$ cat config.mk
export PLATFORM = sky130hd
export DESIGN_NAME = d8_steepest_descent_direction_top
export DESIGN_NICKNAME = d
export VERILOG_FILES = /design/src/rtl/d8sdd_pkg.sv /design/src/rtl/d8sdd_front.sv /design/src/rtl/d8sdd_queue.sv /design/src/rtl/d8sdd_back.sv /design/src/rtl/d8_steepest_descent_direction_top.sv
export SDC_FILE = /design/constraint.sdc
export NUM_CORES = 2
export LEC_CHECK = 0
export ABC_CLOCK_PERIOD_IN_PS = 16400
export BUFFER_PORTS_ARGS = -buffer_cell sky130_fd_sc_hd__buf_2
export CORE_AREA = 4 4 314 316
export DETAILED_ROUTE_END_ITERATION = 10
export DIE_AREA = 0 0 318 320
export PLACE_DENSITY_LB_ADDON = 0.15
export SYNTH_ARGS = -nofsm -noshare
export SYNTH_HDL_FRONTEND = slang
export SYNTH_SLANG_ARGS = --single-unit
$ cat constraint.sdc
create_clock -name clk_i -period 16.4 [get_ports clk_i]
set_clock_uncertainty 0.1 [all_clocks]
set_input_delay 4.92 -clock clk_i [delete_from_list [all_inputs] [get_ports clk_i]]
set_output_delay 4.92 -clock clk_i [all_outputs]
set_load 0.1 [all_outputs]
$ cat src/rtl/d8sdd_pkg.sv
// ----------------------------------------------------------------------------
// D8 flow direction package
// Shared types, chain codes and slope constants for the D8 flow direction block.
// ----------------------------------------------------------------------------
`default_nettype none

package d8sdd_pkg;

  // Width of the elevation fields on the ports.
  localparam int unsigned ELEV_IN_W = 16;

  // Default internal elevation width.
  localparam int unsigned ELEV_BITS_DEF = 16;

  // Depth of the queue between the front and the back.
  localparam int unsigned QUEUE_DEPTH = 2;

  // sqrt(2) in Q16, rounded to nearest; diagonal drops carry a weight of one.
  localparam int unsigned Q_FRAC = 16;
  localparam logic [16:0] SQRT2_Q16 = 17'd92682;

  // Keypad chain codes: 7 8 9 north row, 4 6 same row, 1 2 3 south row.
  localparam logic [3:0] DIR_NONE   = 4'd0;
  localparam logic [3:0] DIR_SW     = 4'd1;
  localparam logic [3:0] DIR_S      = 4'd2;
  localparam logic [3:0] DIR_SE     = 4'd3;
  localparam logic [3:0] DIR_W      = 4'd4;
  localparam logic [3:0] DIR_CENTRE = 4'd5;
  localparam logic [3:0] DIR_E      = 4'd6;
  localparam logic [3:0] DIR_NW     = 4'd7;
  localparam logic [3:0] DIR_N      = 4'd8;
  localparam logic [3:0] DIR_NE     = 4'd9;

  typedef struct packed {
    logic signed [ELEV_IN_W-1:0] elev_above;
    logic signed [ELEV_IN_W-1:0] elev_here;
    logic signed [ELEV_IN_W-1:0] elev_below;
    logic                        above_valid;
    logic                        below_valid;
    logic                        row_end;
  } d8sdd_in_t;

  typedef struct packed {
    logic [3:0] direction;
    logic       last_of_run;
  } d8sdd_out_t;

  // Column slot status of the front.
  typedef struct packed {
    logic have_left;
    logic have_center;
  } d8sdd_front_st_t;

  // A job holds three slices of (3 samples + 3 flag bits) and two window marks.
  function automatic int unsigned job_w(int unsigned eb);
    return 3 * (3 * eb + 3) + 2;
  endfunction

endpackage

`default_nettype wire

$ cat src/rtl/d8sdd_front.sv
// ----------------------------------------------------------------------------
// D8 flow direction front
// Holds the left and center column slices and turns each accepted slice that
// completes a window into a job that names the windows to be evaluated.
// ----------------------------------------------------------------------------
`default_nettype none

module d8sdd_front #(
  parameter int unsigned ElevBits = d8sdd_pkg::ELEV_BITS_DEF,
  localparam int unsigned JobW = d8sdd_pkg::job_w(ElevBits)
) (
  input  wire logic                        clk_i,
  input  wire logic                        rst_ni,
  input  wire logic                        in_valid_i,
  output logic                             in_ready_o,
  input  wire d8sdd_pkg::d8sdd_in_t        in_data_i,
  output logic                             push_valid_o,
  input  wire logic                        push_ready_i,
  output logic [JobW-1:0]                  push_job_o,
  output d8sdd_pkg::d8sdd_front_st_t       status_o
);
  import d8sdd_pkg::*;

  typedef struct packed {
    logic                         present;
    logic                         below_ok;
    logic                         above_ok;
    logic [2:0][ElevBits-1:0]     v;
  } slice_t;

  typedef struct packed {
    logic   has_a;
    logic   has_b;
    slice_t l;
    slice_t c;
    slice_t n;
  } job_t;

  slice_t left_q, left_d;
  slice_t center_q, center_d;
  slice_t new_slice;
  job_t   job;
  logic   accept;

  // The port field is read as an ElevBits-bit two's complement value.
  function automatic logic [ElevBits-1:0] to_elev(logic [ELEV_IN_W-1:0] x);
    logic [ElevBits+ELEV_IN_W-1:0] w;
    w = {{ElevBits{x[ELEV_IN_W-1]}}, x};
    return w[ElevBits-1:0];
  endfunction

  always_comb begin
    new_slice.present  = 1'b1;
    new_slice.above_ok = in_data_i.above_valid;
    new_slice.below_ok = in_data_i.below_valid;
    new_slice.v[0]     = to_elev(in_data_i.elev_above);
    new_slice.v[1]     = to_elev(in_data_i.elev_here);
    new_slice.v[2]     = to_elev(in_data_i.elev_below);
  end

  always_comb begin
    job.has_a = center_q.present;
    job.has_b = in_data_i.row_end;
    job.l     = left_q;
    job.c     = center_q;
    job.n     = new_slice;
  end

  assign in_ready_o   = push_ready_i;
  assign accept       = in_valid_i && in_ready_o;
  // Only slices that complete at least one window produce a job.
  assign push_valid_o = in_valid_i && (center_q.present || in_data_i.row_end);
  assign push_job_o   = job;

  always_comb begin
    left_d   = left_q;
    center_d = center_q;
    if (accept) begin
      if (in_data_i.row_end) begin
        left_d.present   = 1'b0;
        center_d.present = 1'b0;
      end else begin
        left_d   = center_q;
        center_d = new_slice;
      end
    end
  end

  always_ff @(posedge clk_i or negedge rst_ni) begin
    if (!rst_ni) begin
      left_q   <= '0;
      center_q <= '0;
    end else begin
      left_q   <= left_d;
      center_q <= center_d;
    end
  end

  assign status_o.have_left   = left_q.present;
  assign status_o.have_center = center_q.present;

endmodule

`default_nettype wire

$ cat src/rtl/d8sdd_queue.sv
// ----------------------------------------------------------------------------
// D8 flow direction job queue
// Small first-in first-out buffer that decouples the front from the back.
// ----------------------------------------------------------------------------
`default_nettype none

module d8sdd_queue #(
  parameter int unsigned Width = 8
) (
  input  wire logic             clk_i,
  input  wire logic             rst_ni,
  input  wire logic             push_valid_i,
  output logic                  push_ready_o,
  input  wire logic [Width-1:0] push_data_i,
  output logic                  pop_valid_o,
  input  wire logic             pop_ready_i,
  output logic [Width-1:0]      pop_data_o
);
  import d8sdd_pkg::*;

  localparam int unsigned PtrW = (QUEUE_DEPTH > 1) ? $clog2(QUEUE_DEPTH) : 1;
  localparam int unsigned CntW = $clog2(QUEUE_DEPTH + 1);
  localparam logic [PtrW-1:0] LastPtr = PtrW'(QUEUE_DEPTH - 1);
  localparam logic [CntW-1:0] FullCnt = CntW'(QUEUE_DEPTH);

  logic [Width-1:0] store_q [QUEUE_DEPTH];
  logic [PtrW-1:0]  wr_ptr_q, wr_ptr_d;
  logic [PtrW-1:0]  rd_ptr_q, rd_ptr_d;
  logic [CntW-1:0]  count_q, count_d;
  logic             push, pop;

  assign push_ready_o = (count_q != FullCnt);
  assign pop_valid_o  = (count_q != '0);
  assign pop_data_o   = store_q[rd_ptr_q];
  assign push         = push_valid_i && push_ready_o;
  assign pop          = pop_valid_o && pop_ready_i;

  always_comb begin
    wr_ptr_d = wr_ptr_q;
    rd_ptr_d = rd_ptr_q;
    count_d  = count_q;
    if (push) begin
      wr_ptr_d = (wr_ptr_q == LastPtr) ? '0 : wr_ptr_q + 1'b1;
    end
    if (pop) begin
      rd_ptr_d = (rd_ptr_q == LastPtr) ? '0 : rd_ptr_q + 1'b1;
    end
    if (push && !pop) begin
      count_d = count_q + 1'b1;
    end else if (pop && !push) begin
      count_d = count_q - 1'b1;
    end
  end

  always_ff @(posedge clk_i or negedge rst_ni) begin
    if (!rst_ni) begin
      wr_ptr_q <= '0;
      rd_ptr_q <= '0;
      count_q  <= '0;
    end else begin
      wr_ptr_q <= wr_ptr_d;
      rd_ptr_q <= rd_ptr_d;
      count_q  <= count_d;
    end
  end

  always_ff @(posedge clk_i) begin
    if (push) begin
      store_q[wr_ptr_q] <= push_data_i;
    end
  end

endmodule

`default_nettype wire

$ cat src/rtl/d8sdd_back.sv
// ----------------------------------------------------------------------------
// D8 flow direction back
// Issues one 3x3 window per unstalled cycle from queued jobs; finds the steepest
// descent in four stages: drops, group maxima, slope weighting, final choice.
// ----------------------------------------------------------------------------
`default_nettype none

module d8sdd_back #(
  parameter int unsigned ElevBits = d8sdd_pkg::ELEV_BITS_DEF,
  localparam int unsigned JobW = d8sdd_pkg::job_w(ElevBits)
) (
  input  wire logic                   clk_i,
  input  wire logic                   rst_ni,
  input  wire logic                   job_valid_i,
  output logic                        job_ready_o,
  input  wire logic [JobW-1:0]        job_i,
  output logic                        out_valid_o,
  input  wire logic                   out_ready_i,
  output d8sdd_pkg::d8sdd_out_t       out_data_o
);
  import d8sdd_pkg::*;

  localparam int unsigned WeightW = ElevBits + 17;

  typedef struct packed {
    logic                         present;
    logic                         below_ok;
    logic                         above_ok;
    logic [2:0][ElevBits-1:0]     v;
  } slice_t;

  typedef struct packed {
    logic   has_a;
    logic   has_b;
    slice_t l;
    slice_t c;
    slice_t n;
  } job_t;

  job_t   head;
  slice_t win_l, win_c, win_r;
  logic   adv, issue, use_a, win_last, pop;
  logic   phase_q, phase_d;

  // Stage 1: drops of the four cardinal (codes 2 4 6 8) and four diagonal
  // (codes 1 3 7 9) neighbours, zero where a neighbour is missing or not lower.
  logic                     s1_valid_q;
  logic                     s1_last_q;
  logic [3:0][ElevBits-1:0] s1_card_q, s1_card_d;
  logic [3:0][ElevBits-1:0] s1_diag_q, s1_diag_d;

  // Stage 2: largest drop of each group, first code on equal drops.
  logic                s2_valid_q;
  logic                s2_last_q;
  logic [ElevBits-1:0] s2_dc_q, s2_dc_d;
  logic [ElevBits-1:0] s2_dd_q, s2_dd_d;
  logic [3:0]          s2_cc_q, s2_cc_d;
  logic [3:0]          s2_cd_q, s2_cd_d;

  // Stage 3: slope weights.
  logic               s3_valid_q;
  logic               s3_last_q;
  logic [WeightW-1:0] s3_wc_q;
  logic [WeightW-1:0] s3_wd_q;
  logic [3:0]         s3_cc_q;
  logic [3:0]         s3_cd_q;

  logic       out_valid_q;
  d8sdd_out_t out_q, out_d;

  function automatic logic [ElevBits-1:0] drop_of(logic ok, logic [ElevBits-1:0] nb,
                                                  logic [ElevBits-1:0] ctr);
    logic [ElevBits:0] diff;
    diff = {ctr[ElevBits-1], ctr} - {nb[ElevBits-1], nb};
    if (ok && ($signed(nb) < $signed(ctr))) begin
      return diff[ElevBits-1:0];
    end
    return '0;
  endfunction

  assign head = job_i;
  assign adv  = !out_valid_q || out_ready_i;
  assign issue = adv && job_valid_i;

  // A job with a held center is evaluated for that center first; a row end
  // adds a second window for the new slice, which has no right column.
  assign use_a    = head.has_a && !phase_q;
  assign win_last = use_a ? !head.has_b : 1'b1;
  assign pop      = issue && win_last;
  assign job_ready_o = pop;

  always_comb begin
    if (use_a) begin
      win_l = head.l;
      win_c = head.c;
      win_r = head.n;
    end else begin
      win_l = head.has_a ? head.c : '0;
      win_c = head.n;
      win_r = '0;
    end
  end

  always_comb begin
    phase_d = phase_q;
    if (issue) begin
      phase_d = !pop;
    end
  end

  always_comb begin
    // Cardinal: S, W, E, N.
    s1_card_d[0] = drop_of(win_c.present && win_c.below_ok, win_c.v[2], win_c.v[1]);
    s1_card_d[1] = drop_of(win_l.present, win_l.v[1], win_c.v[1]);
    s1_card_d[2] = drop_of(win_r.present, win_r.v[1], win_c.v[1]);
    s1_card_d[3] = drop_of(win_c.present && win_c.above_ok, win_c.v[0], win_c.v[1]);
    // Diagonal: SW, SE, NW, NE.
    s1_diag_d[0] = drop_of(win_l.present && win_l.below_ok, win_l.v[2], win_c.v[1]);
    s1_diag_d[1] = drop_of(win_r.present && win_r.below_ok, win_r.v[2], win_c.v[1]);
    s1_diag_d[2] = drop_of(win_l.present && win_l.above_ok, win_l.v[0], win_c.v[1]);
    s1_diag_d[3] = drop_of(win_r.present && win_r.above_ok, win_r.v[0], win_c.v[1]);
  end

  // Pairwise tree; the later entry wins only on a strictly larger drop.
  always_comb begin
    logic [ElevBits-1:0] ca, cb, da, db;
    logic [3:0]          cca, ccb, cda, cdb;
    ca  = (s1_card_q[1] > s1_card_q[0]) ? s1_card_q[1] : s1_card_q[0];
    cca = (s1_card_q[1] > s1_card_q[0]) ? DIR_W : DIR_S;
    cb  = (s1_card_q[3] > s1_card_q[2]) ? s1_card_q[3] : s1_card_q[2];
    ccb = (s1_card_q[3] > s1_card_q[2]) ? DIR_N : DIR_E;
    da  = (s1_diag_q[1] > s1_diag_q[0]) ? s1_diag_q[1] : s1_diag_q[0];
    cda = (s1_diag_q[1] > s1_diag_q[0]) ? DIR_SE : DIR_SW;
    db  = (s1_diag_q[3] > s1_diag_q[2]) ? s1_diag_q[3] : s1_diag_q[2];
    cdb = (s1_diag_q[3] > s1_diag_q[2]) ? DIR_NE : DIR_NW;
    s2_dc_d = (cb > ca) ? cb : ca;
    s2_cc_d = (cb > ca) ? ccb : cca;
    s2_dd_d = (db > da) ? db : da;
    s2_cd_d = (db > da) ? cdb : cda;
    if (s2_dc_d == '0) begin
      s2_cc_d = DIR_NONE;
    end
    if (s2_dd_d == '0) begin
      s2_cd_d = DIR_NONE;
    end
  end

  always_comb begin
    if (s3_wc_q > s3_wd_q) begin
      out_d.direction = s3_cc_q;
    end else if (s3_wd_q > s3_wc_q) begin
      out_d.direction = s3_cd_q;
    end else begin
      // Equal weights: the lower code wins; both are none when nothing is lower.
      out_d.direction = (s3_cc_q < s3_cd_q) ? s3_cc_q : s3_cd_q;
    end
    out_d.last_of_run = s3_last_q;
  end

  always_ff @(posedge clk_i or negedge rst_ni) begin
    if (!rst_ni) begin
      phase_q     <= 1'b0;
      s1_valid_q  <= 1'b0;
      s2_valid_q  <= 1'b0;
      s3_valid_q  <= 1'b0;
      out_valid_q <= 1'b0;
    end else begin
      phase_q <= phase_d;
      if (adv) begin
        s1_valid_q  <= issue;
        s2_valid_q  <= s1_valid_q;
        s3_valid_q  <= s2_valid_q;
        out_valid_q <= s3_valid_q;
      end
    end
  end

  always_ff @(posedge clk_i) begin
    if (adv) begin
      s1_last_q <= win_last;
      s1_card_q <= s1_card_d;
      s1_diag_q <= s1_diag_d;
      s2_last_q <= s1_last_q;
      s2_dc_q   <= s2_dc_d;
      s2_dd_q   <= s2_dd_d;
      s2_cc_q   <= s2_cc_d;
      s2_cd_q   <= s2_cd_d;
      s3_last_q <= s2_last_q;
      s3_wc_q   <= WeightW'(s2_dc_q) * WeightW'(SQRT2_Q16);
      s3_wd_q   <= WeightW'({s2_dd_q, {Q_FRAC{1'b0}}});
      s3_cc_q   <= s2_cc_q;
      s3_cd_q   <= s2_cd_q;
      out_q     <= out_d;
    end
  end

  assign out_valid_o = out_valid_q;
  assign out_data_o  = out_q;

endmodule

`default_nettype wire

$ cat src/rtl/d8_steepest_descent_direction_top.sv
// ----------------------------------------------------------------------------
// D8 flow direction top level
// Streams column slices of an elevation raster and gives each pixel the
// keypad chain code of its steepest downhill neighbour.
//
//   Channel | Direction | Handshake                | Payload
//   --------+-----------+--------------------------+------------------------
//   in      | input     | in_valid_i / in_ready_o  | in_data_i  (d8sdd_in_t)
//   out     | output    | out_valid_o / out_ready_i| out_data_o (d8sdd_out_t)
//
// One slice can be taken every cycle while the job queue has room; a slice
// yields zero, one or two results and the output delivers one result per
// cycle while out_ready_i is high, so a row end with a held center adds a
// second result on the output side. A slice passes the queue and the drops,
// group maxima, slope weighting and output registers before its first result.
// Reset empties both column slots, the job queue and the evaluation pipeline.
// Output back-pressure freezes the evaluation pipeline; the two-entry job queue
// then fills and in_ready_o falls.
// ----------------------------------------------------------------------------
`default_nettype none

module d8_steepest_descent_direction_top #(
  parameter int unsigned ELEV_BITS = d8sdd_pkg::ELEV_BITS_DEF
) (
  input  wire logic                  clk_i,
  input  wire logic                  rst_ni,
  input  wire logic                  in_valid_i,
  output logic                       in_ready_o,
  input  wire d8sdd_pkg::d8sdd_in_t  in_data_i,
  output logic                       out_valid_o,
  input  wire logic                  out_ready_i,
  output d8sdd_pkg::d8sdd_out_t      out_data_o
);
  import d8sdd_pkg::*;

  localparam int unsigned JobW = job_w(ELEV_BITS);

  logic            push_valid, push_ready;
  logic [JobW-1:0] push_job;
  logic            job_valid, job_ready;
  logic [JobW-1:0] job;
  d8sdd_front_st_t front_st;

  d8sdd_front #(
    .ElevBits (ELEV_BITS)
  ) u_front (
    .clk_i        (clk_i),
    .rst_ni       (rst_ni),
    .in_valid_i   (in_valid_i),
    .in_ready_o   (in_ready_o),
    .in_data_i    (in_data_i),
    .push_valid_o (push_valid),
    .push_ready_i (push_ready),
    .push_job_o   (push_job),
    .status_o     (front_st)
  );

  d8sdd_queue #(
    .Width (JobW)
  ) u_queue (
    .clk_i        (clk_i),
    .rst_ni       (rst_ni),
    .push_valid_i (push_valid),
    .push_ready_o (push_ready),
    .push_data_i  (push_job),
    .pop_valid_o  (job_valid),
    .pop_ready_i  (job_ready),
    .pop_data_o   (job)
  );

  d8sdd_back #(
    .ElevBits (ELEV_BITS)
  ) u_back (
    .clk_i       (clk_i),
    .rst_ni      (rst_ni),
    .job_valid_i (job_valid),
    .job_ready_o (job_ready),
    .job_i       (job),
    .out_valid_o (out_valid_o),
    .out_ready_i (out_ready_i),
    .out_data_o  (out_data_o)
  );

  // A left column is only ever held behind a center column.
  assert property (@(posedge clk_i) disable iff (!rst_ni)
    front_st.have_left |-> front_st.have_center)
    else $error("left column held without a center column");

  // A row end empties the column slots.
  assert property (@(posedge clk_i) disable iff (!rst_ni)
    (in_valid_i && in_ready_o && in_data_i.row_end) |=>
      (!front_st.have_center && !front_st.have_left))
    else $error("column slots not emptied after a row end");

  // The centre code is never a direction, and nothing above the north-east code.
  assert property (@(posedge clk_i) disable iff (!rst_ni)
    out_valid_o |-> ((out_data_o.direction != DIR_CENTRE) &&
                     (out_data_o.direction <= DIR_NE)))
    else $error("direction code out of range");

  // The first slice of a row with no row end gives no job.
  assert property (@(posedge clk_i) disable iff (!rst_ni)
    (in_valid_i && !front_st.have_center && !in_data_i.row_end) |-> !push_valid)
    else $error("job pushed for the first slice of a row");

endmodule

`default_nettype wire
==> impl_metrics.tcl <==
set metrics [dict create \
    status "completed" \
    start_util_pct 39.76 \
    final_util_pct 44.19 \
    die-area_sq_um 101800 \
    synth_edf_count 536 \
    ctsHoldBuffers 0 \
    ys_types 88 \
    path_max_fanout 61 \
    worst_pin_slew_ns 1.111 \
    htree_levels 3 \
    hold_ws_ns 0.3159 \
    final_antenna_net_count 0 \
    drc 0 \
    tritoncts "built" \
    synth-seq-area-share_pct 49.45 \
    place_ws_ns 8.196 \
    cap_violations 0 \
    final_cell_mix "536 x edfxtp_1, 359 x ha_1, 269 x inv_1, 200 x nor2_1, 167 x a21oi_1" \
    endpoint_kind "flop" \
    drt_pass1_iterations 8 \
    slew_violations 0 \
    portBuffers 61 \
    fin_crit_sh_pct 45.54 \
    grt-ovfl-total 0 \
    yosys-top-cells-area "edfxtp_1 42%, ha_1 12%, dfrtp_1 7.3%" \
    die_h_um 320 \
    yosysWarnings 0 \
    post_cts_resized 0 \
    fmax_mhz 133.9 \
    rr_startpoint "u_queue.rd_ptr_q" \
    clkTransAtPathRegs_ns 0.06 \
    yosysTopAreaCell "edfxtp_1" \
    fin_crit_ns 7.468 \
    fin_ws_ns 8.932 \
    wire_per_inst_um 21.45 \
    hold_violations 0 \
    cp.arrival_ns 7.62 \
    start_kind "input pin" \
    post-cts-setup-buffer-count 0 \
    syn_nets 3630 \
    grt_usage_pct 19.07 \
    rows 114 \
    async_flop_share_pct 17.16 \
    syn_to_final_growth_pct 11.13 \
    maxSlewHeadroom_pct 25.83 \
    core_sq_um 95990 \
    cts.sinks 647 \
    syn_area_per_cell_sq_um 12.09 \
    synth_top_cell_area_share_pct 42.17 \
    grt_pass1_wl_um 150600 \
    drive_gt1_share_pct 13.55 \
    required_ns 16.56 \
    syn_inst 3156 \
    nNetsFinal 3699 \
    setup_viol 0 \
    finalSetupTns_ns 0 \
    vias_per_cell 5.403 \
    cts_max_path_buffers 3 \
    cp-startpoint "in_valid_i" \
    place.gp.congestion 0.8735 \
    grt_max_degree 153 \
    hp-class "flop to flop" \
    drt_iter0_markers 1787 \
    syn-cell-area_sq_um 38170 \
    clock_latency_ns 0.65 \
    antenna_found_initial 1 \
    synth_ff_type "edfxtp_1" \
    first_global_vias 24820 \
    cts_buffers 73 \
    fillers 8800 \
    die_x_um 318 \
    routed_wl_um 97830 \
    final_common_cell "edfxtp_1" \
    rsz0062_at_grt "false" \
    ys_ff_latch 647 \
    io_pins 62 \
    dpl.hpwl_um 73720 \
    hold_start "u_back.s2_dd_q[1]" \
    worstSetupPathType "input pin to flop" \
    cts-root-buf "clkbuf_16" \
    num_vias 24640 \
]
-- flip-flops by register name (all words and copies together), names as in the netlist, 2 cells and up --
name	count
u_back.s1_card_q	64
u_back.s3_cd_q	4
u_back.s2_dd_q	16
u_back.out_data_o	5
u_queue.store_q	306
u_queue.count_q	2
u_back.s2_dc_q	16
u_back.s2_cc_q	3
u_back.s3_wc_q	32
u_front.push_job_o	102
u_back.s3_wd_q	16
u_back.s1_diag_q	64
u_back.s2_cd_q	4
u_back.s3_cc_q	3
-- cell usage after synthesis, drive strengths merged, types with 53 or more instances --
cell type / number
nor2: 202
edfxtp: 536
a21o: 53
ha: 359
o21ai: 121
a21oi: 171
inv: 270
nand2: 156
fa: 60
mux2i: 155
mux2: 156
nor3: 89
dfrtp: 111
-- cell families after synthesis --
family                     synth area share, %
AOI/OAI and AO/OA                        9.759
and+or+nand+nor                          9.624
muxes                                    10.63
xor gates and xnor gates                 1.973
DFF                                      49.45
adders and majority gates                14.92
buffers and inverters                    3.648
-- final cells by class --
cell class | instances | area [sq um] | area share [%]
antenna | 1 | 2.502 | 0.005900
clock buffer | 89 | 1958 | 4.617
clock inverter | 44 | 506.7 | 1.195
inverter | 270 | 1013 | 2.389
multi-input combinational | 2151 | 17960 | 42.34
sequential | 647 | 18880 | 44.50
tap | 1276 | 1597 | 3.764
timing repair buffer | 82 | 503.0 | 1.186
-- critical path: stages --
cell and delay (ns):
buf_2 0.08, nand2_1 0.17, nor2_1 0.28, and2_4 0.53
buf_4 0.73, buf_4 0.76
-- per-stage QoR --
| step | cells | instance area [sq um] |
|---|---|---|
| final | 4560 | 42420 |
| after global routing | 4559 | 42410 |
| after CTS | 4559 | 42410 |
| after floorplan | 3156 | 38170 |
| after detailed placement | 4426 | 39950 |
| after global placement | 4426 | 39950 |
-- final timing paths --
| path | to | slack [ns] | cells past startpoint |
|---|---|---|---|
| min in group asynchronous | u_front.push_job_o[76] | 4.24 | 1 |
| worst min register to register | u_back.s3_wd_q[17] | 0.32 | 0 |
| worst max register to register | u_back.s1_diag_q[13] | 9.94 | 17 |
| worst min-delay path | u_back.s3_wd_q[17] | 0.32 | 0 |
| worst max-delay path | u_queue.store_q[1][30] | 8.93 | 6 |
| max in group asynchronous | u_front.push_job_o[133] | 10.59 | 2 |
-- per-layer routing --
metal,up-vias,part of all wire (%),track usage [%]
met1,12150,48,27.74
met3,128,4.0,2.740
li1,11890,-,-
met5,-,0,0
met2,470,46,30.28
met4,0,2.0,4.488
Power is not shown: default switching activity piles up to over one toggle a cycle in this logic, so the estimate is an artifact.
